### config.mk
export PLATFORM = sky130hd
export DESIGN_NAME = kmrc_queue
export DESIGN_NICKNAME = d
export VERILOG_FILES = /design/src/kmrc_queue.sv
export SDC_FILE = /design/constraint.sdc
export NUM_CORES = 1
export LEC_CHECK = 0
export ABC_AREA = 0
export BUFFER_PORTS_ARGS = -buffer_cell sky130_fd_sc_hd__buf_2
export CORE_MARGIN = 2
export CORE_UTILIZATION = 25
export DETAILED_ROUTE_END_ITERATION = 12
export HOLD_SLACK_MARGIN = 0.15
export PLACE_DENSITY = 0.51
export SLEW_MARGIN = 25
export SYNTH_ARGS = -nofsm -noshare
export SYNTH_HDL_FRONTEND = slang
export SYNTH_SLANG_ARGS = --single-unit
### constraint.sdc
create_clock -name clock -period 1.31 [get_ports clock]
set_clock_uncertainty 0.05 [all_clocks]
set_input_delay 0.0655 -clock clock [delete_from_list [all_inputs] [get_ports clock]]
set_output_delay 0.0655 -clock clock [all_outputs]
set_load 0.1 [all_outputs]
### src/kmrc_queue.sv
module kmrc_queue #(
   parameter int WIDTH = 8,
   parameter int DEPTH = 4
) (
   input  logic             clock,
   input  logic             reset,
   input  logic             push,
   input  logic [WIDTH-1:0] push_data,
   output logic             full,
   input  logic             pop,
   output logic             not_empty,
   output logic [WIDTH-1:0] head_data
);
   localparam int PW = (DEPTH > 1) ? $clog2(DEPTH) : 1;
   localparam int CW = $clog2(DEPTH + 1);

   logic [WIDTH-1:0] slot_ff [DEPTH];
   logic [PW-1:0]    wr_ptr_ff, wr_ptr_in;
   logic [PW-1:0]    rd_ptr_ff, rd_ptr_in;
   logic [CW-1:0]    fill_ff, fill_in;

   assign full      = (fill_ff == CW'(DEPTH));
   assign not_empty = (fill_ff != '0);
   assign head_data = slot_ff[rd_ptr_ff];

   // Pointer and fill update
   always_comb begin
      wr_ptr_in = wr_ptr_ff;
      rd_ptr_in = rd_ptr_ff;
      fill_in   = fill_ff;
      if (push) begin
         wr_ptr_in = (wr_ptr_ff == PW'(DEPTH - 1)) ? '0 : wr_ptr_ff + 1'b1;
      end
      if (pop) begin
         rd_ptr_in = (rd_ptr_ff == PW'(DEPTH - 1)) ? '0 : rd_ptr_ff + 1'b1;
      end
      if (push && !pop) begin
         fill_in = fill_ff + 1'b1;
      end else if (pop && !push) begin
         fill_in = fill_ff - 1'b1;
      end
   end

   always_ff @(posedge clock) begin
      if (reset) begin
         wr_ptr_ff <= '0;
         rd_ptr_ff <= '0;
         fill_ff   <= '0;
      end else begin
         wr_ptr_ff <= wr_ptr_in;
         rd_ptr_ff <= rd_ptr_in;
         fill_ff   <= fill_in;
      end
   end

   // Slot storage
   always_ff @(posedge clock) begin
      if (push) begin
         slot_ff[wr_ptr_ff] <= push_data;
      end
   end

endmodule

== After elaboration in Yosys (flattened, before gate mapping) ==
Memories as Yosys holds them, arrays and structs flattened. A register that Yosys moved wholly into a read port is not among the register bits.
Index checks and enable logic that the tools add are counted.

* Register bits: 7
* RAM bits: 32
* Bits of input ports: 12
* Output and inout port bits: 10
* Memories kept: 1

{| class="wikitable"
|+ Memory list
! name !! depth !! bits a word !! read ports !! clocked after Yosys merged registers in !! write ports !! line !! text
|-
| slot_ff || 4 || 8 || 1 || 1 || 1 || 17 || <nowiki>logic [WIDTH-1:0] slot_ff [DEPTH];</nowiki>
|}

* Add/sub/neg operators: 4
* Eq/ne operators: 3
* Muxes and demuxes: 8
* Reduce and logical (&&, ||, !) cells: 6

{| class="wikitable"
|+ Operator list
! operator !! count
|-
| two-way mux 2 bit || 4
|-
| two-way mux 3 bit || 2
|-
| adder 2 x 1 -> 2 bit, second input constant || 2
|-
| equality test 2 bit, second input constant || 2
|-
| adder 3 x 1 -> 3 bit, second input constant || 1
|-
| equality test 3 bit, second input constant || 1
|-
| nonzero test 3 bit || 1
|-
| subtractor 3 x 1 -> 3 bit, second input constant || 1
|-
| logical AND 1 bit || 2
|-
| zero test 1 bit || 2
|-
| two-way mux 1 bit || 2
|-
| nonzero test 2 bit || 1
|}

== Logic depth before layout (Yosys ltp) ==
* Word-level depth: 4
* Gate-level depth with buffers: 7
* Mapped depth without buffers: 7

== Worst setup path before layout ==
No wires, ideal clock.

* Kind: flip-flop to output port
* From: register fill_ff[0]
* To: output full
* Arrival: 2.547 ns
* Data required time: 1.194 ns
* Path slack: -1.353 ns
* Stages on the path, launching flop included: 2
* Path buffers: 0
* Cell sequence: dfxtp_1 -> nor3b_1

* Longest elaborated chain between the ends: 1

{| class="wikitable"
|+ RTL lines
! item !! line !! text
|-
| start: declaration || 20 || <nowiki>logic [CW-1:0] fill_ff, fill_in;</nowiki>
|-
| start signal: assignment || 52 || <nowiki>fill_ff <= fill_in;</nowiki>
|-
| equality test 3 bit || 22 || <nowiki>assign full = (fill_ff == CW'(DEPTH));</nowiki>
|-
| end: declaration || 9 || <nowiki>output logic full,</nowiki>
|}

Every way passes these cells.

==> results.cfg <==
[grt]
antenna_found_initial = 0
grt.total_usage = 0.09257
grt-ovfl-total = 0
grt_max_degree = 15
grt_pass1_vias = 1028
grt_pass1_wl_mm = 5.023

[worst_setup_path]
cp_top_family = multiplexers
path_buf_inv = 2
max_stage_delay_ps = 520
arrival_ps = 1490
crit_slowest_cell = mux4_2
path_class = reg2out
crit_fanout = 8
path_cells = buf_12, mux4_2, buf_6
crit_required_ps = 1190
cp-start-kind = register
crit_path_end_kind = primary output

[finish]
diodes = 0
nNetsFinal = 158
drive_gt1_frac = 0.4786
post-route-util = 0.3656
n_fill_cell = 588
area_growth_pct = 43.51
stdcell_area_sq_um = 2295

[pwr]
leakagePower_nw = 0.8608
power-per-cell-area_nw_per_um2 = 1496
p_sw_frac = 0.2985
power_frac_seq = 0.446
ir_drop_mv = 0.9272
clkPwrFrac = 0.294
power.switching_mw = 1.025
comb_power_share = 0.261
power.internal_mw = 2.408

[routing]
drt_iter0_drc = 47
vias_per_cell = 4.161
wl_per_cell_um = 13.41
drc_errors = 0
via_count = 903
routed_wirelength_mm = 2.910
drtPass1Iterations = 4
drtAntennaViolNets = 0

[cts]
clock_sinks = 41
cts_tree = done
clk_pin_slew_ps = 80
h-tree-depth = 2
cts_made_buffers = 5
root_buffer = clkbuf_8
clkLatencyLatePin_ps = 280
cts_buffer_depth = 2

[yosys]
yosysWarningCount = 0
syn_area_sq_um = 1599
syn_area_per_cell_sq_um = 18.59
synthCells = 86
ys_types = 16
yosys.area.top_type_share = 0.6009
synth_area_leaders = edfxtp_1 (60%), dfxtp_1 (11%), mux4_2 (11%)
seq_area_frac_synth = 0.7136
syn_nets = 105
ys_ff_latch = 41
yosysTopAreaCell = edfxtp_1

[sta]
fin_setup_tns_ps = -2627
worst_pin_slew_ps = 241.9
setup_ws_ps = -295.1
setup_viol = 11
min_period_over_period = 1.225
hold-worst-slack_ps = 155.5
fmax_mhz = 623.0
period_minus_slack_ps = 1605
finalHoldViolCount = 0
final-max-slew-violation-count = 0
maxSlewHeadroom = 0.8388
rsz0062_at_grt = true

[placed_design]
dpl.hpwl_mm = 2.090
gp_congestion = 0.7097
placed_cell_area_sq_um = 1969
portBuffers = 21

[floorplan]
coreArea_sq_um = 6277
initial_core_util = 0.2547
die-height_um = 83.98
fp.dieArea_sq_um = 7052
io_pins = 22
die_w_um = 83.98
row_count = 29

[min_path]
hold_class = in2reg

[flow_run]
drv_cap = 0

[outcome]
run_status = finished, violations left
failed_checks = negative setup slack
cells by family (layout without fill, tap and decap cells):
family,count (synthesis),after routing,share of synthesized area
AOI/OAI and AO/OA,3,3,0.009387
xor gates and xnor gates,2,2,0.01096
adders and majority gates,7,7,0.05947
buffers and inverters,6,60,0.01956
DFF,41,41,0.7136
muxes,12,12,0.1377
and+or+nand+nor,15,15,0.04929
path summary, 6_finish.rpt:
check,slack [ps],end,from,cells past startpoint
min reg2reg,480,wr_ptr_ff[1],wr_ptr_ff[1],2
max reg2reg,-130,fill_ff[2],fill_ff[1],4
min,160,rd_ptr_ff[1],pop,4
max,-300,head_data[0],register,3
what timing repair did:
item	4_1_cts	5_1_grt
gates resized for setup	26	4
endpoints found under the setup margin	11	42
buffers inserted	1	1
pin swaps	2	2
hold buffers	10	0
endpoints found under the hold margin	41	0
routing by layer:
metal / routed length (um) / vias up / global-route usage
met4: 14 / 0 / 0.03079
met2: 1505 / 18 / 0.1527
met3: 111 / 2 / 0.03462
li1: - / 432 / -
met5: 0 / - / 0
met1: 1279 / 451 / 0.1117
area by class of cell:
class | instances | area, sq um | share of cell area
Tap cell | 77 | 96.34 | 0.04198
Clock buffer | 5 | 68.82 | 0.02999
Timing Repair Buffer | 48 | 452.9 | 0.1974
Clock inverter | 3 | 46.29 | 0.02017
Sequential cell | 41 | 1154 | 0.5027
Multi-Input combinational cell | 39 | 461.7 | 0.2012
Inverter | 4 | 15.01 | 0.006543
per-stage QoR:
stage          setup slack (ps)  instances  power (mW)
2_1_floorplan            -48.08         86       2.098
3_3_place_gp             -158.2        197       2.276
3_5_place_dp             -224.7        197       2.303
4_1_cts                  -323.4        216       3.467
5_1_grt                  -364.4        217       3.592
6_report                 -295.1        217       3.432
placed cells by master (no fill, tap or decap):
cell type / count
edfxtp_1: 32
buf_6: 12
buf_2: 11
buf_4: 11
dlygate4sd3_1: 10
mux4_2: 8
nor2_1: 7
ha_1: 5
clkbuf_8: 5
and2_1: 4
mux2i_1: 4
dfxtp_2: 4
buf_12: 4
dfxtp_1: 3
inv_1: 2
inv_2: 2
xor2_1: 2
dfxtp_4: 2
or3_4: 1
nor3b_4: 1
nor3b_1: 1
a21oi_1: 1
o21ai_0: 1
or3_1: 1
a21oi_2: 1
fa_2: 1
ha_4: 1
clkinvlp_4: 1
clkinv_4: 1
bufinv_16: 1
synth_stat cells (all sizes together):
library cell,n
inv,4
xor2,2
buf,1
mux4,8
mux2i,4
edfxtp,32
and2,4
o21ai,1
ha,6
or3,2
fa,1
clkbuf,1
nor2,7
nor3b,2
a21oi,2
dfxtp,9
flip-flops by register name, summed over array words and instances, names as in the netlist, named ones only:
signal and cells:
wr_ptr_ff 2, rd_ptr_ff 2, fill_ff 3, slot_ff 32
power groups by stage:
stage,registers [mW],clock network [mW],logic (mW)
5_1_grt,1.54,1.11,0.939
4_1_cts,1.53,1.05,0.892
3_5_place_dp,1.56,0,0.748
6_report,1.53,1.01,0.895
3_3_place_gp,1.55,0,0.727
2_1_floorplan,1.55,0,0.552
worst min-delay path: cells and delay by family:
kind / cells / cell delay [ps]
buf+inv: 2 / 200
mux: 1 / 60
simple gates: 1 / 110
(Power assumes the default switching activity.)
