## config.mk

```make
export PLATFORM = sky130hd
export DESIGN_NAME = kmrc_front
export DESIGN_NICKNAME = d
export VERILOG_FILES = /design/src/kmrc_pkg.sv /design/src/kmrc_front.sv
export SDC_FILE = /design/constraint.sdc
export NUM_CORES = 1
export LEC_CHECK = 0
export BUFFER_PORTS_ARGS = -buffer_cell sky130_fd_sc_hd__buf_2
export CORE_ASPECT_RATIO = 0.6
export CORE_UTILIZATION = 48
export DETAILED_ROUTE_END_ITERATION = 16
export PLACE_DENSITY = 0.8
export SLEW_MARGIN = 20
export SYNTH_ARGS = -nofsm -noshare
export SYNTH_HDL_FRONTEND = slang
export SYNTH_SLANG_ARGS = --single-unit
```

## constraint.sdc

```tcl
create_clock -name clock -period 3.95 [get_ports clock]
set_input_delay 0.395 -clock clock [delete_from_list [all_inputs] [get_ports clock]]
set_output_delay 0.395 -clock clock [all_outputs]
set_load 0.01 [all_outputs]
```

## src/kmrc_pkg.sv

```systemverilog
package kmrc_pkg;

   // Defaults for the top-level parameters
   localparam int MAX_K_DEF      = 8;
   localparam int COUNT_BITS_DEF = 31;

   // Fixed widths of the ports
   localparam int KLEN_W  = 4;
   localparam int VALUE_W = 31;
   localparam int INDEX_W = 16;
   localparam int CSR_W   = 2;

   // Depth of the queue between front and back
   localparam int QUEUE_DEPTH = 4;

   // Item function codes
   localparam logic [2:0] FUNC_COUNT_FWD  = 3'd0;
   localparam logic [2:0] FUNC_COUNT_BOTH = 3'd1;
   localparam logic [2:0] FUNC_LOOKUP     = 3'd2;
   localparam logic [2:0] FUNC_WRITE      = 3'd3;
   localparam logic [2:0] FUNC_READ       = 3'd4;
   localparam logic [2:0] FUNC_CLEAR      = 3'd5;

   // Table operations handed from front to back
   localparam logic [2:0] OP_NONE   = 3'd0;
   localparam logic [2:0] OP_BUMP1  = 3'd1;
   localparam logic [2:0] OP_BUMP2  = 3'd2;
   localparam logic [2:0] OP_LOOKUP = 3'd3;
   localparam logic [2:0] OP_WRITE  = 3'd4;
   localparam logic [2:0] OP_READ   = 3'd5;
   localparam logic [2:0] OP_CLEAR  = 3'd6;

   // Configuration register indexes
   localparam logic [CSR_W-1:0] CSR_KMER_LEN   = 2'd0;
   localparam logic [CSR_W-1:0] CSR_FILL_VALUE = 2'd1;

   // Status from back to front
   typedef struct packed {
      logic init_busy;
   } kmrc_status_type;

   // Width of one queued command: op, two addresses, value, sat, ready,
   // two reported indices, bad flag
   function automatic int cmd_bits(input int max_k, input int count_bits);
      return 3 + 4 * max_k + count_bits + 1 + 1 + 2 * INDEX_W + 1;
   endfunction

endpackage

```

## src/kmrc_front.sv

```systemverilog
module kmrc_front #(
   parameter int MAX_K      = kmrc_pkg::MAX_K_DEF,
   parameter int COUNT_BITS = kmrc_pkg::COUNT_BITS_DEF,
   parameter int QW         = kmrc_pkg::cmd_bits(MAX_K, COUNT_BITS)
) (
   input  logic                         clock,
   input  logic                         reset,
   input  logic                         req_valid,
   output logic                         req_ready,
   input  logic [2:0]                   req_func,
   input  logic                         req_first,
   input  logic [7:0]                   req_nucleotide,
   input  logic [kmrc_pkg::INDEX_W-1:0] req_entry_index,
   input  logic [kmrc_pkg::VALUE_W-1:0] req_entry_value,
   input  logic                         csr_valid,
   output logic                         csr_ready,
   input  logic [kmrc_pkg::CSR_W-1:0]   csr_index,
   input  logic [kmrc_pkg::VALUE_W-1:0] csr_data,
   input  kmrc_pkg::kmrc_status_type    status,
   input  logic                         q_full,
   output logic                         q_push,
   output logic [QW-1:0]                q_data
);
   import kmrc_pkg::*;

   localparam int W  = 2 * MAX_K;
   localparam int TW = 2 * MAX_K;
   localparam int VW = (COUNT_BITS > VALUE_W) ? COUNT_BITS : VALUE_W;
   localparam logic [VW-1:0] COUNT_MAX_EXT = VW'({COUNT_BITS{1'b1}});

   typedef struct packed {
      logic [2:0]            op;
      logic [TW-1:0]         addr_a;
      logic [TW-1:0]         addr_b;
      logic [COUNT_BITS-1:0] value;
      logic                  sat;
      logic                  ready;
      logic [INDEX_W-1:0]    kidx;
      logic [INDEX_W-1:0]    ridx;
      logic                  bad;
   } cmd_type;

   logic [W-1:0]        fwd_ff, fwd_in;
   logic [W-1:0]        rc_ff, rc_in;
   logic [KLEN_W-1:0]   seen_ff, seen_in;
   logic [KLEN_W-1:0]   kmer_len_ff;
   logic [VALUE_W-1:0]  fill_ff;

   logic [KLEN_W-1:0]   k_eff;
   logic [KLEN_W:0]     two_k;
   logic [KLEN_W:0]     top_shift;
   logic [W-1:0]        kmask;
   logic [W-1:0]        fwd_base, rc_base;
   logic [KLEN_W-1:0]   seen_base;
   logic [1:0]          base;
   logic                accept;
   logic                is_base_func;
   logic                kmer_full;
   logic [VW-1:0]       value_ext;
   cmd_type             cmd;

   assign req_ready = !q_full && !status.init_busy;
   assign csr_ready = 1'b1;
   assign accept    = req_valid && req_ready;
   assign q_push    = accept;
   assign q_data    = cmd;

   // Effective k, clamped to 1..MAX_K
   always_comb begin
      if (kmer_len_ff == '0) begin
         k_eff = KLEN_W'(1);
      end else if (kmer_len_ff > KLEN_W'(MAX_K)) begin
         k_eff = KLEN_W'(MAX_K);
      end else begin
         k_eff = kmer_len_ff;
      end
      two_k     = {k_eff, 1'b0};
      top_shift = {k_eff - 1'b1, 1'b0};
      for (int i = 0; i < W; i++) begin
         kmask[i] = ((KLEN_W + 1)'(i) < two_k);
      end
   end

   // Window update and item classification
   always_comb begin
      is_base_func = (req_func inside {FUNC_COUNT_FWD, FUNC_COUNT_BOTH, FUNC_LOOKUP});
      base         = req_nucleotide[1:0];
      fwd_in       = fwd_ff;
      rc_in        = rc_ff;
      seen_in      = seen_ff;
      fwd_base     = req_first ? '0 : fwd_ff;
      rc_base      = req_first ? '0 : rc_ff;
      seen_base    = req_first ? '0 : seen_ff;
      kmer_full    = 1'b0;
      value_ext    = '0;

      cmd        = '0;
      cmd.op     = OP_NONE;
      cmd.addr_a = TW'(req_entry_index);
      cmd.addr_b = TW'(req_entry_index);

      if (is_base_func) begin
         if (req_nucleotide > 8'd3) begin
            // bad code: window restarts, nothing touches the table
            fwd_in  = '0;
            rc_in   = '0;
            seen_in = '0;
            cmd.bad = 1'b1;
         end else begin
            fwd_in  = {fwd_base[W-3:0], base} & kmask;
            rc_in   = ((rc_base >> 2) | (W'(~base) << top_shift)) & kmask;
            seen_in = (seen_base < k_eff) ? seen_base + 1'b1 : seen_base;
            kmer_full = (seen_in >= k_eff);
            if (kmer_full) begin
               cmd.addr_a = fwd_in;
               cmd.addr_b = rc_in;
               case (req_func)
                  FUNC_COUNT_FWD:  cmd.op = OP_BUMP1;
                  FUNC_COUNT_BOTH: cmd.op = OP_BUMP2;
                  default:         cmd.op = OP_LOOKUP;
               endcase
            end
         end
      end else begin
         case (req_func)
            FUNC_WRITE: begin
               value_ext = VW'(req_entry_value);
               cmd.op    = OP_WRITE;
            end
            FUNC_READ: begin
               cmd.op = OP_READ;
            end
            FUNC_CLEAR: begin
               value_ext = VW'(fill_ff);
               cmd.op    = OP_CLEAR;
            end
            default: begin
               cmd.op = OP_NONE;
            end
         endcase
      end

      // Clip stored values to the count range
      if (value_ext > COUNT_MAX_EXT) begin
         cmd.sat   = 1'b1;
         cmd.value = {COUNT_BITS{1'b1}};
      end else begin
         cmd.value = COUNT_BITS'(value_ext);
      end

      cmd.ready = (seen_in >= k_eff);
      cmd.kidx  = INDEX_W'(fwd_in);
      cmd.ridx  = INDEX_W'(rc_in);
   end

   // Window and configuration registers
   always_ff @(posedge clock) begin
      if (reset) begin
         fwd_ff      <= '0;
         rc_ff       <= '0;
         seen_ff     <= '0;
         kmer_len_ff <= KLEN_W'(8);
         fill_ff     <= '0;
      end else begin
         if (csr_valid && csr_ready) begin
            case (csr_index)
               CSR_KMER_LEN: begin
                  kmer_len_ff <= csr_data[KLEN_W-1:0];
                  fwd_ff      <= '0;
                  rc_ff       <= '0;
                  seen_ff     <= '0;
               end
               CSR_FILL_VALUE: begin
                  fill_ff <= csr_data;
               end
               default: begin
               end
            endcase
         end else if (accept) begin
            fwd_ff  <= fwd_in;
            rc_ff   <= rc_in;
            seen_ff <= seen_in;
         end
      end
   end

endmodule

```

======== Yosys cells after proc, flatten, opt, wreduce, memory -nomap -nowiden ========
Cells that the tools add are included.
word-level totals
  register bits after elaboration ......... 71
  input port bits ......................... 98
  output and inout bits ................... 104
  word-level logic and storage cells ...... 85
cells by class
  $add $sub $neg .......................... 2
  order comparisons ....................... 22
  eq/ne operators ......................... 7
  shift operators ......................... 1
  mux-type cells .......................... 32
  bitwise logic cells ..................... 4
  reduce and logical (&&, ||, !) cells .... 12
operator list
  kind                                                                   number
  16-bit two-way mux                                                     10
  35-bit two-way mux                                                     2
  31-bit two-way mux                                                     2
  31-bit case mux with 2 select lines                                    1
  4-bit by 5-bit < comparator with 1-bit output, first input constant    8
  4-bit two-way mux                                                      9
  16-bit AND                                                             2
  32-bit two-way mux                                                     1
  31-bit > comparator, second input constant                             1
  3-bit by 5-bit < comparator with 1-bit output, first input constant    4
  2-bit inverter with 16-bit output                                      1
  14-bit by 16-bit bitwise OR with 16-bit output                         1
  16-bit by 5-bit left shift with 16-bit output                          1
  14-bit two-way mux                                                     1
  1-bit by 5-bit < comparator with 1-bit output, first input constant    2
  2-bit by 5-bit < comparator with 1-bit output, first input constant    2
  3-bit case mux with 3 select lines                                     1
  4-bit >= comparator                                                    2
  8-bit by 2-bit > comparator with 1-bit output, second input constant   1
  3-bit by 2-bit equality test with 1-bit output, second input constant  2
  3-bit equality test, second input constant                             2
  2-bit AND reduction                                                    3
  4-bit by 1-bit adder with 4-bit output, second input constant          1
  4-bit > comparator, second input constant                              1
  other kinds (15)                                                       19

======== Logic depth before layout (Yosys ltp) ========
Gate-level depths: netlist of the first run.
  depth after elaboration ................. 11
  gate-level depth with buffers ........... 16

======== Least setup slack after synthesis of the first run ========
Ideal clock, no wire load.
  path type ............................... register to output
  start point ............................. reg kmer_len_ff[3]
  end point ............................... out q_data[99]
  arrival ................................. 3.335 ns
  data required time ...................... 3.555 ns
  path slack .............................. 0.220 ns
  stages on the path, launching flop included .. 16
  path buffers ............................ 3
  cells stage by stage .................... dfxtp_1 > buf_2 > clkinv_1 > nand2_1 > ha_1 > o211a_1 > o41ai_4 > and2_2 > buf_6 > mux2_2 > ha_1 > a211oi_1 > o21ba_2 > clkbuf_1 > nor2_1 > a22o_1
on the way
  word-level cells in the longest chain between the ends .. 9
ends and longest elaborated chain
  element                   RTL line           source
  start: declaration        kmrc_front.sv:46   logic [KLEN_W-1:0] kmer_len_ff;
  start signal: assignment  kmrc_front.sv:168  kmer_len_ff <= csr_data[KLEN_W-1:0];
  4-bit > comparator        kmrc_front.sv:72   end else if (kmer_len_ff > KLEN_W'(MAX_K)) begin
  4-bit two-way mux         kmrc_front.sv:72
  4-bit two-way mux *       kmrc_front.sv:70   if (kmer_len_ff == '0) begin
  4-bit < comparator        kmrc_front.sv:112  seen_in = (seen_base < k_eff) ? seen_base + 1'b1 : seen_base;
  4-bit two-way mux         kmrc_front.sv:112
  4-bit >= comparator *     kmrc_front.sv:113  kmer_full = (seen_in >= k_eff);
  35-bit two-way mux *      kmrc_front.sv:114  if (kmer_full) begin
  35-bit two-way mux *      kmrc_front.sv:103  if (req_nucleotide > 8'd3) begin
  3-bit two-way mux *       kmrc_front.sv:102  if (is_base_func) begin
  end: declaration          kmrc_front.sv:22   output logic [QW-1:0] q_data
Every way passes the cells marked *; elsewhere a longest branch is shown, timed or not.

======== Worst setup path in the final report of the first run ========
  start point ............................. reg kmer_len_ff[3]
  end point ............................... out q_data[85]
on the way
  word-level cells in the longest chain between the ends .. 9
ends and longest elaborated chain
  element               RTL line
  4-bit > comparator    kmrc_front.sv:72
  4-bit two-way mux     kmrc_front.sv:72
  4-bit two-way mux *   kmrc_front.sv:70
  4-bit < comparator    kmrc_front.sv:112
  4-bit two-way mux     kmrc_front.sv:112
  4-bit >= comparator   kmrc_front.sv:113
  35-bit two-way mux *  kmrc_front.sv:114
  35-bit two-way mux *  kmrc_front.sv:103
  32-bit two-way mux *  kmrc_front.sv:102
Marked as above.

==> impl_metrics.toml, run 1 <==
[sta]
worst_hold_slack_ps = 307
count_of_pins_over_their_slew_limit = 0
finalSetupViolations = 0
timing.setup.tns_ps = 0
tightest_slew_ps = 726
period_share = 0.990
worst_case_clock_skew_ps = 7.05
max_slew_margin = 0.516
rsz_0062_raised_after_global_routing = "yes"
max_freq_mhz = 256
hold_viol_final = 0
post-route-min-period_ps = 3910

[final_layout]
layout_common_cells = "buf_2 (198), nand2_1 (156), o21ai_0 (73)"
syn2layout_area_growth_pct = 33.3
finalNetCount = 924
num_antenna_cells = 0
fraction_of_layout_instances_using_a_drive_strength_above_1 = 0.330
mostFrequentLayoutCell = "buf_2"

[route]
route.detailed.wl_per_inst_um = 17.7
drt_drc_violations_left = 2
violation_count_after_the_first_detailed_route_iteration = 626
dr_total_vias = 5647
antenna_violating_nets_post_route = 0
routed_via_density = 5.96
drt_pre_antenna_iters = 12
route.final.wire_length_um = 16700

[job]
max_cap_violations = 0

[clock_network]
clock-sinks = 71
cts.clk_slew.worst_paths_ps = 60
cts.htree.levels = 3
cts_hold_repair_buffers = 0
tritoncts = "done"
total_clock_buffers_created_by_cts = 9
cts_buffer_depth = 2
clock_tree.root_cell = "clkbuf_16"
clkLatencyLatePin_ps = 330

[setup_path]
worst-endpoint-required_ps = 3560
critical_path.startpoint_type = "flip-flop"
cp_max_fo = 15
worstPathArrival_ps = 3510
timing_worst_setup_path_type = "flip-flop to output pin"
critical-path-max-stage-delay_ps = 360
worstPathCellList = "clkinv_1 > nand2_1 > ha_1 > o211a_1 > o41ai_4 > and2_4 > buf_4 > xnor2_1 > ha_1 > nand2b_1 > a211oi_4 > buf_4 > o21bai_2 > nand2_1 > buf_6 > o2bb2ai_1 > buf_2"
endpoint_kind = "output pin"
crit_path_top_delay_cell = "dfxtp_2"

[global_routing]
globalRouteTotalUtil = 0.324
grt_first_pass_wirelength_um = 25000
grt_pass1_vias = 4869
grt_antenna_before_repair = 1
grt_max_degree = 44
overflow = 0

[pwr]
worst_ir_drop_vdd_mv = 0.253
power.density_cell_area_nw_per_um2 = 293
leakagePower_uw = 0.00278

[synthesis]
yosysUniqueCellTypes = 57
synth_area_um2 = 4570
yosys_register_bits = 71
synth_enable_flop_cells = 0
ys_seq_area_frac = 0.311
synth-main-ff-cell = "dfxtp_1"
synth_warnings = 0
async_reset_ff_frac = 0
synth_nets = 737
avgSynthCellArea_um2 = 7.32
synthesis.instances = 625

[floorplanning]
core-area_um2 = 9220
io-pin-count = 202
initial_utilization = 0.496
num_rows = 27
die_area_um2 = 9930
die_h_um = 77.6
die_x_um = 128

[placement]
finalWeightedCongestion = 0.953
port_buffers = 199
detail_placement_hpwl_um = 12200

[run_status]
outcome = "finished with violations"
violated_checks = "design-rule violations"

[min_path]
timing.hold.worst.class = "input port to flip-flop"
## logic make-up after synthesis
logic type | Yosys count | share of synthesized area
AO/OA/AOI/OAI | 240 | 0.346
XOR/XNOR | 6 | 0.0115
adder cells (fa/ha/maj) | 14 | 0.0383
buffers and inverters | 62 | 0.0605
flip-flops | 71 | 0.311
multiplexers | 1 | 0.00246
other | 2 | 0.00164
AND/OR/NAND/NOR | 229 | 0.228
## metal layers
layer  global-route usage  up-vias  routed length [um]
met4               0.0741        2                 276
met5                    0        -                  13
met3                0.103       41                2070
li1                     -     2608                   -
met1                0.458     2632                7350
met2                0.474      364                7030
## per-stage QoR
step	area [um^2]	setup WS (ps)	instances	total power, uW	util
6_report	6100	40.7	947	1790	0.661
5_1_grt	6100	-51.5	947	1850	0.661
4_1_cts	5970	0.876	941	1770	0.648
3_5_place_dp	5640	-72.3	922	1020	0.611
3_3_place_gp	5640	96.1	922	1010	0.611
2_1_floorplan	4570	220	625	903	-
## final cells by class
type / count / area [um^2]
inverters: 11 / 41.3
well taps: 130 / 163
multi-input cells: 494 / 2970
clock buffers: 13 / 260
flip-flops and latches: 71 / 1430
repair buffers: 225 / 1220
fillers: 808 / 3130
clock inverters: 3 / 17.5
## report_power, final
part	internal, uW	switching (uW)
Combinational	117	177
Sequential	728	7.96
Clock	458	298
## flip-flops by register name (all words and copies together) (netlist names)
name         flops
fill_ff         31
fwd_ff          16
rc_ff           16
kmer_len_ff      4
seen_ff          4
## what timing repair did
action	in CTS	in global routing
gates resized for setup	11	16
cloned	1	1
buffers inserted	2	3
pin swaps	3	2
endpoints found under the setup margin	31	34
## final timing paths
path,cells past startpoint,endpoint,slack (ps),from
worst max-delay path,17,q_data[85],40,kmer_len_ff[3]
worst min-delay path,3,fill_ff[26],310,csr_data[26]
worst max register to register,8,rc_ff[7],1100,kmer_len_ff[2]
worst min register to register,2,fill_ff[10],460,fill_ff[10]
## cells in the mapped netlist (2+ instances only)
library cell / instances / area share
a211oi_1: 5 / 0.0082
a21o_1: 8 / 0.013
a21oi_1: 53 / 0.058
a22o_1: 50 / 0.096
a22oi_1: 2 / 0.0033
a31oi_1: 4 / 0.0055
a32o_1: 5 / 0.011
and2_1: 3 / 0.0041
and3_1: 3 / 0.0041
and3b_1: 2 / 0.0038
buf_1: 6 / 0.0049
buf_2: 8 / 0.0088
buf_4: 3 / 0.0049
buf_6: 3 / 0.0074
clkbuf_1: 31 / 0.025
conb_1: 2 / 0.0016
dfxtp_1: 71 / 0.31
ha_1: 14 / 0.038
inv_1: 8 / 0.0066
inv_2: 2 / 0.0016
nand2_1: 156 / 0.13
nand2b_1: 7 / 0.0096
nand3_1: 6 / 0.0066
nor2_1: 16 / 0.013
nor2b_1: 12 / 0.016
nor3_1: 3 / 0.0033
nor3b_1: 3 / 0.0049
o2111ai_1: 2 / 0.0038
o211a_1: 3 / 0.0066
o211ai_1: 6 / 0.0098
o21ai_0: 78 / 0.085
o21ba_2: 2 / 0.0044
o21bai_1: 4 / 0.0066
o31ai_1: 11 / 0.018
or3_1: 6 / 0.0082
xnor2_1: 6 / 0.011
## critical path: cells and delay by family (launching register included)
kind | cells | cell delay [ps]
fa+ha+maj | 2 | 490
simple gates | 4 | 640
compound gates | 5 | 840
xor+xnor | 1 | 120
buf+inv | 5 | 740
flops | 1 | 360
Power figures use the tool's default switching activity.
==> run 2, diff against run 1 <==
--- a/config.mk
+++ b/config.mk
@@ -10,6 +10,7 @@
 export CORE_UTILIZATION = 48
 export DETAILED_ROUTE_END_ITERATION = 16
 export PLACE_DENSITY = 0.8
+export REMOVE_ABC_BUFFERS = 1
 export SLEW_MARGIN = 20
 export SYNTH_ARGS = -nofsm -noshare
 export SYNTH_HDL_FRONTEND = slang
==> impl_metrics.toml, run 2 (same netlist as run 1, synthesis figures left out) <==
[run_status]
outcome = "completed"

[pwr]
internal_power_uw = 1400
totalPowerFinal_uw = 1930
leakagePower_uw = 0.00277
power.switching_fraction = 0.275
p_switching_uw = 532
share_clk_of_total_power = 0.473
power.density_cell_area_nw_per_um2 = 319
worst_ir_drop_vdd_mv = 0.226
pwr-share-seq = 0.381
share_comb_of_total_power = 0.146

[setup_path]
critical_path.startpoint_type = "flip-flop"
crit_path_top_delay_cell = "dfxtp_2"
cp_common_cell = "ha_1"
cp_max_fo = 22
regToRegSetupSlack_ps = 1150
worst-endpoint-required_ps = 3560
worstPathCellList = "inv_4 > nand2_1 > ha_1 > o211a_1 > o41ai_4 > and2_4 > mux2_4 > ha_1 > a211oi_2 > o21ba_2 > buf_12 > a211oi_1 > a22o_1 > buf_2"
worstPathArrival_ps = 3430
worst_reg2reg_path_depth = 8
endpoint_kind = "output pin"
timing_worst_setup_path_type = "flip-flop to output pin"
worst_reg2reg_path_startpoint = "kmer_len_ff[1]"
critical-path-max-stage-delay_ps = 340
worst_flop_to_flop_path_endpoint = "rc_ff[10]"

[placement]
finalWeightedCongestion = 0.899
port_buffers = 199
detail_placement_hpwl_um = 12000

[clock_network]
cts_buffer_depth = 2
clock-sinks = 71
clkLatencyLatePin_ps = 350
cts.htree.levels = 3
tritoncts = "done"
clock_tree.root_cell = "clkbuf_16"
cts.clk_slew.worst_paths_ps = 60
total_clock_buffers_created_by_cts = 9

[min_path]
timing.hold.worst.class = "input port to flip-flop"
hold_path_startpoint = "csr_data[19]"
min_delay_path_depth = 3
holdPathEnd = "fill_ff[19]"

[final_layout]
fraction_of_layout_instances_using_a_drive_strength_above_1 = 0.320
finalNetCount = 920
syn2layout_area_growth_pct = 32.5
layout_common_cells = "buf_2 (199), nand2_1 (156), o21ai_0 (75)"
largestRegisters = "fill_ff: 31 flops, fwd_ff: 16 flops, rc_ff: 16 flops"
number_of_flip_flops_in_the_largest_register = 31
mostFrequentLayoutCell = "buf_2"
register_with_the_most_flip_flops = "fill_ff"
post-route-util = 0.657

[sta]
worst_case_clock_skew_ps = 7.95
tightest_slew_ps = 1120
max_freq_mhz = 262
period_share = 0.967
post-route-min-period_ps = 3820
finalSetupViolations = 0
max_slew_margin = 0.253
hold_viol_final = 0
count_of_pins_over_their_slew_limit = 0

[job]
max_cap_violations = 0

[route]
drt_drc_violations_left = 0
route.final.wire_length_um = 16600
antenna_violating_nets_post_route = 0
routed.top_layer = "met4"
met2RoutedLength_um = 7270
routed_via_density = 5.96
route.detailed.wl_per_inst_um = 17.6
dr_total_vias = 5630
met1Wirelength_um = 7230
drt_pre_antenna_iters = 6
met3_wirelength_um = 1730
violation_count_after_the_first_detailed_route_iteration = 587

[floorplanning]
die_h_um = 77.6
die_area_um2 = 9930
core-area_um2 = 9220
die_x_um = 128
num_rows = 27
initial_utilization = 0.496
io-pin-count = 202

[global_routing]
grt_pass1_vias = 5057
grt_antenna_before_repair = 0
overflow = 0
grt_max_degree = 44
grt_first_pass_wirelength_um = 25400
globalRouteTotalUtil = 0.327
run 2: worst max-delay path, delay by kind of cell (launching register included):
kind,cells,cell delay (ps)
AOI/OAI and AO/OA,6,1080
adders and majority gates,2,620
buffers and inverters,3,390
DFF,1,340
and+or+nand+nor,2,330
muxes,1,320
run 2: routing by layer:
layer	vias to the layer above	track usage
met5	-	0
met4	0	0.124
met3	38	0.0807
met2	363	0.495
met1	2637	0.446
li1	2592	-
run 2: how the worst max path moves through the flow:
stage                               from    endpoint  depth (start not counted)
final                     kmer_len_ff[3]  q_data[83]                         14
after global routing          seen_ff[3]  q_data[98]                         14
after CTS                     seen_ff[1]  q_data[83]                         13
after detailed placement       req_first  q_data[96]                         14
after global placement         req_first  q_data[96]                         14
after floorplan           kmer_len_ff[3]  q_data[90]                         12
run 2: layout make-up:
type	count	area, um^2
fill	811	3160
multi-input combinational	492	2900
sequential	71	1420
timing repair buffer	223	1200
clock buffer	9	225
tap	130	163
clock inverter	7	105
inverter	11	43.8
antenna	1	2.50
run 2: timing repair:
item	in CTS	in global routing
setup endpoints to repair	30	34
hold buffers	0	0
setup buffers	0	2
gates resized for setup	5	9
pin swaps	1	3
cloned	0	0
run 2: through the flow:
step	cells	worst slack [ps]	area [um^2]	setup TNS, ps	hold slack (ps)
after detailed placement	924	126	5670	0	451
after CTS	940	14.6	6010	0	287
after global placement	924	263	5670	0	442
after global routing	943	-15.4	6060	-16.1	290
final	944	129	6060	0	283
after floorplan	574	-91.9	4340	-832	431
run 2: power groups by stage:
stage / Clock (uW) / Sequential [uW] / Combinational [uW]
after floorplan: 0 / 751 / 130
after global placement: 0 / 751 / 265
after detailed placement: 0 / 751 / 272
after CTS: 910 / 735 / 274
after global routing: 953 / 737 / 305
final: 914 / 736 / 283
==> run 3, diff against run 2 <==
==> constraint.sdc (replaced) <==
create_clock -name clock -period 3.95 [get_ports clock]
set_input_delay 0.1975 -clock clock [delete_from_list [all_inputs] [get_ports clock]]
set_output_delay 0.1975 -clock clock [all_outputs]
set_load 0.01 [all_outputs]
==> impl_metrics.toml, run 3 (same netlist as run 1, synthesis figures left out) <==
[min_path]
timing.hold.worst.class = "input port to flip-flop"

[floorplanning]
io-pin-count = 202
die_area_um2 = 9930
core-area_um2 = 9220
num_rows = 27
die_h_um = 77.6
initial_utilization = 0.496
die_x_um = 128

[final_layout]
num_antenna_cells = 0
layout_common_cells = "buf_2 (199), nand2_1 (155), o21ai_0 (75)"
finalNetCount = 917
fraction_of_layout_instances_using_a_drive_strength_above_1 = 0.322
syn2layout_area_growth_pct = 31.8
mostFrequentLayoutCell = "buf_2"
post_layout_nonfiller_instances = 940
number_of_flip_flops_in_the_largest_register = 31
register_with_the_most_flip_flops = "fill_ff"
largestRegisters = "fill_ff: 31 flops, fwd_ff: 16 flops, rc_ff: 16 flops"

[run_status]
outcome = "completed"

[pwr]
leakagePower_uw = 0.00276
totalPowerFinal_uw = 1820
worst_ir_drop_vdd_mv = 0.225
power.density_cell_area_nw_per_um2 = 301

[route]
drt_pre_antenna_iters = 5
routed_via_density = 5.83
violation_count_after_the_first_detailed_route_iteration = 518
drt_drc_violations_left = 0
antenna_violating_nets_post_route = 0
route.detailed.wl_per_inst_um = 17.0
route.final.wire_length_um = 16000
dr_total_vias = 5479

[clock_network]
clock_tree.root_cell = "clkbuf_16"
cts.clk_slew.worst_paths_ps = 60
cts.htree.levels = 3
clock-sinks = 71
tritoncts = "done"
cts_buffer_depth = 2
total_clock_buffers_created_by_cts = 9
clkLatencyLatePin_ps = 340

[sta]
post-route-min-period_ps = 3790
tightest_slew_ps = 1180
worst_case_clock_skew_ps = 5.74
count_of_pins_over_their_slew_limit = 0
layout_setup_ws_ps = 161
period_share = 0.959
finalSetupViolations = 0
max_freq_mhz = 264
hold_viol_final = 0
max_slew_margin = 0.212

[placement]
detail_placement_hpwl_um = 11700
dp.cells = 917
finalWeightedCongestion = 0.872
dpl_worst_slack_ps = 115
port_buffers = 199

[setup_path]
worst-endpoint-required_ps = 3750
cp_common_cell = "ha_1"
critical-path-max-stage-delay_ps = 410
top_family_by_delay_on_critical_path = "compound AO/OA/AOI/OAI gates"
timing_worst_setup_path_type = "flip-flop to output pin"
worstPathArrival_ps = 3590
critical_path_buf_inv_count = 2
endpoint_kind = "output pin"
worstPathCellList = "nor2b_4 > ha_1 > o211a_1 > o41ai_4 > and2_4 > mux2_2 > ha_1 > a211oi_4 > buf_4 > o21ba_4 > a211oi_1 > a22o_1 > buf_2"
critical_path.startpoint_type = "flip-flop"
cp_max_fo = 11
crit_path_top_delay_cell = "dfxtp_1"

[global_routing]
overflow = 0
globalRouteTotalUtil = 0.309
grt_antenna_before_repair = 0
grt_max_degree = 44
grt_first_pass_wirelength_um = 23900
grt_pass1_vias = 4737

[job]
max_cap_violations = 0
[run 3: changes by cell type in the layout (fill, tap and decap cells not counted), moves of 2 or more]
| cell | change |
|---|---|
| bufinv_16 | -2 |
| o21ba_4 | +2 |
| buf_4 | -2 |
| clkbuf_8 | +3 |
[run 3: worst reg2reg max path, stage by stage (launching register included)]
cell	delay, ps
dfxtp_2	370
o21ba_2	260
or2_2	350
ha_1	400
a221oi_1	350
a21oi_1	90
o31ai_1	490
o21ai_0	160
[run 3: stage by stage]
step / hold slack [ps] / area, um^2 / setup TNS, ps / utilization
after global routing: 92.8 / 6030 / -0.854 / 0.654
after global placement: 439 / 5600 / 0 / 0.607
after detailed placement: 443 / 5600 / 0 / 0.607
final: 90.6 / 6030 / 0 / 0.654
after CTS: 86.1 / 5920 / 0 / 0.642
after floorplan: 267 / 4340 / 0 / -
[run 3: path summary, 6_finish.rpt]
check                  from           to  slack [ps]  cells past startpoint
max reg2reg  kmer_len_ff[1]    rc_ff[10]        1380                      7
max              seen_ff[1]   q_data[83]         160                     13
min            csr_data[26]  fill_ff[26]          90                      3
min reg2reg     fill_ff[21]  fill_ff[21]         460                      2
[run 3: repair_timing]
action                                  CTS  global route
setup buffers                             0             5
pin swaps                                 1             5
resized for setup                         6            14
gates cloned                              0             1
hold buffers                              0             0
endpoints found under the setup margin   34            33
[run 3: power breakdown]
group          switching, uW  internal (uW)  total (uW)
clock                    321            476         797
sequential              8.45            728         737
combinational            170            112         282
[run 3: layout make-up]
class | count | area (um^2)
Multi-Input combinational cell | 493 | 2960
Timing Repair Buffer | 219 | 1150
Tap cell | 130 | 163
Fill cell | 819 | 3190
Sequential cell | 71 | 1420
Clock inverter | 4 | 28.8
Inverter | 11 | 41.3
Clock buffer | 12 | 267
[run 3: routing by layer]
metal	wire, um	part of all wire	track usage	up-vias
li1	-	-	-	2593
met5	0	0	0	-
met3	1580	0.099	0.0759	23
met1	7250	0.45	0.431	2570
met4	234	0.015	0.0976	0
met2	6930	0.43	0.465	293
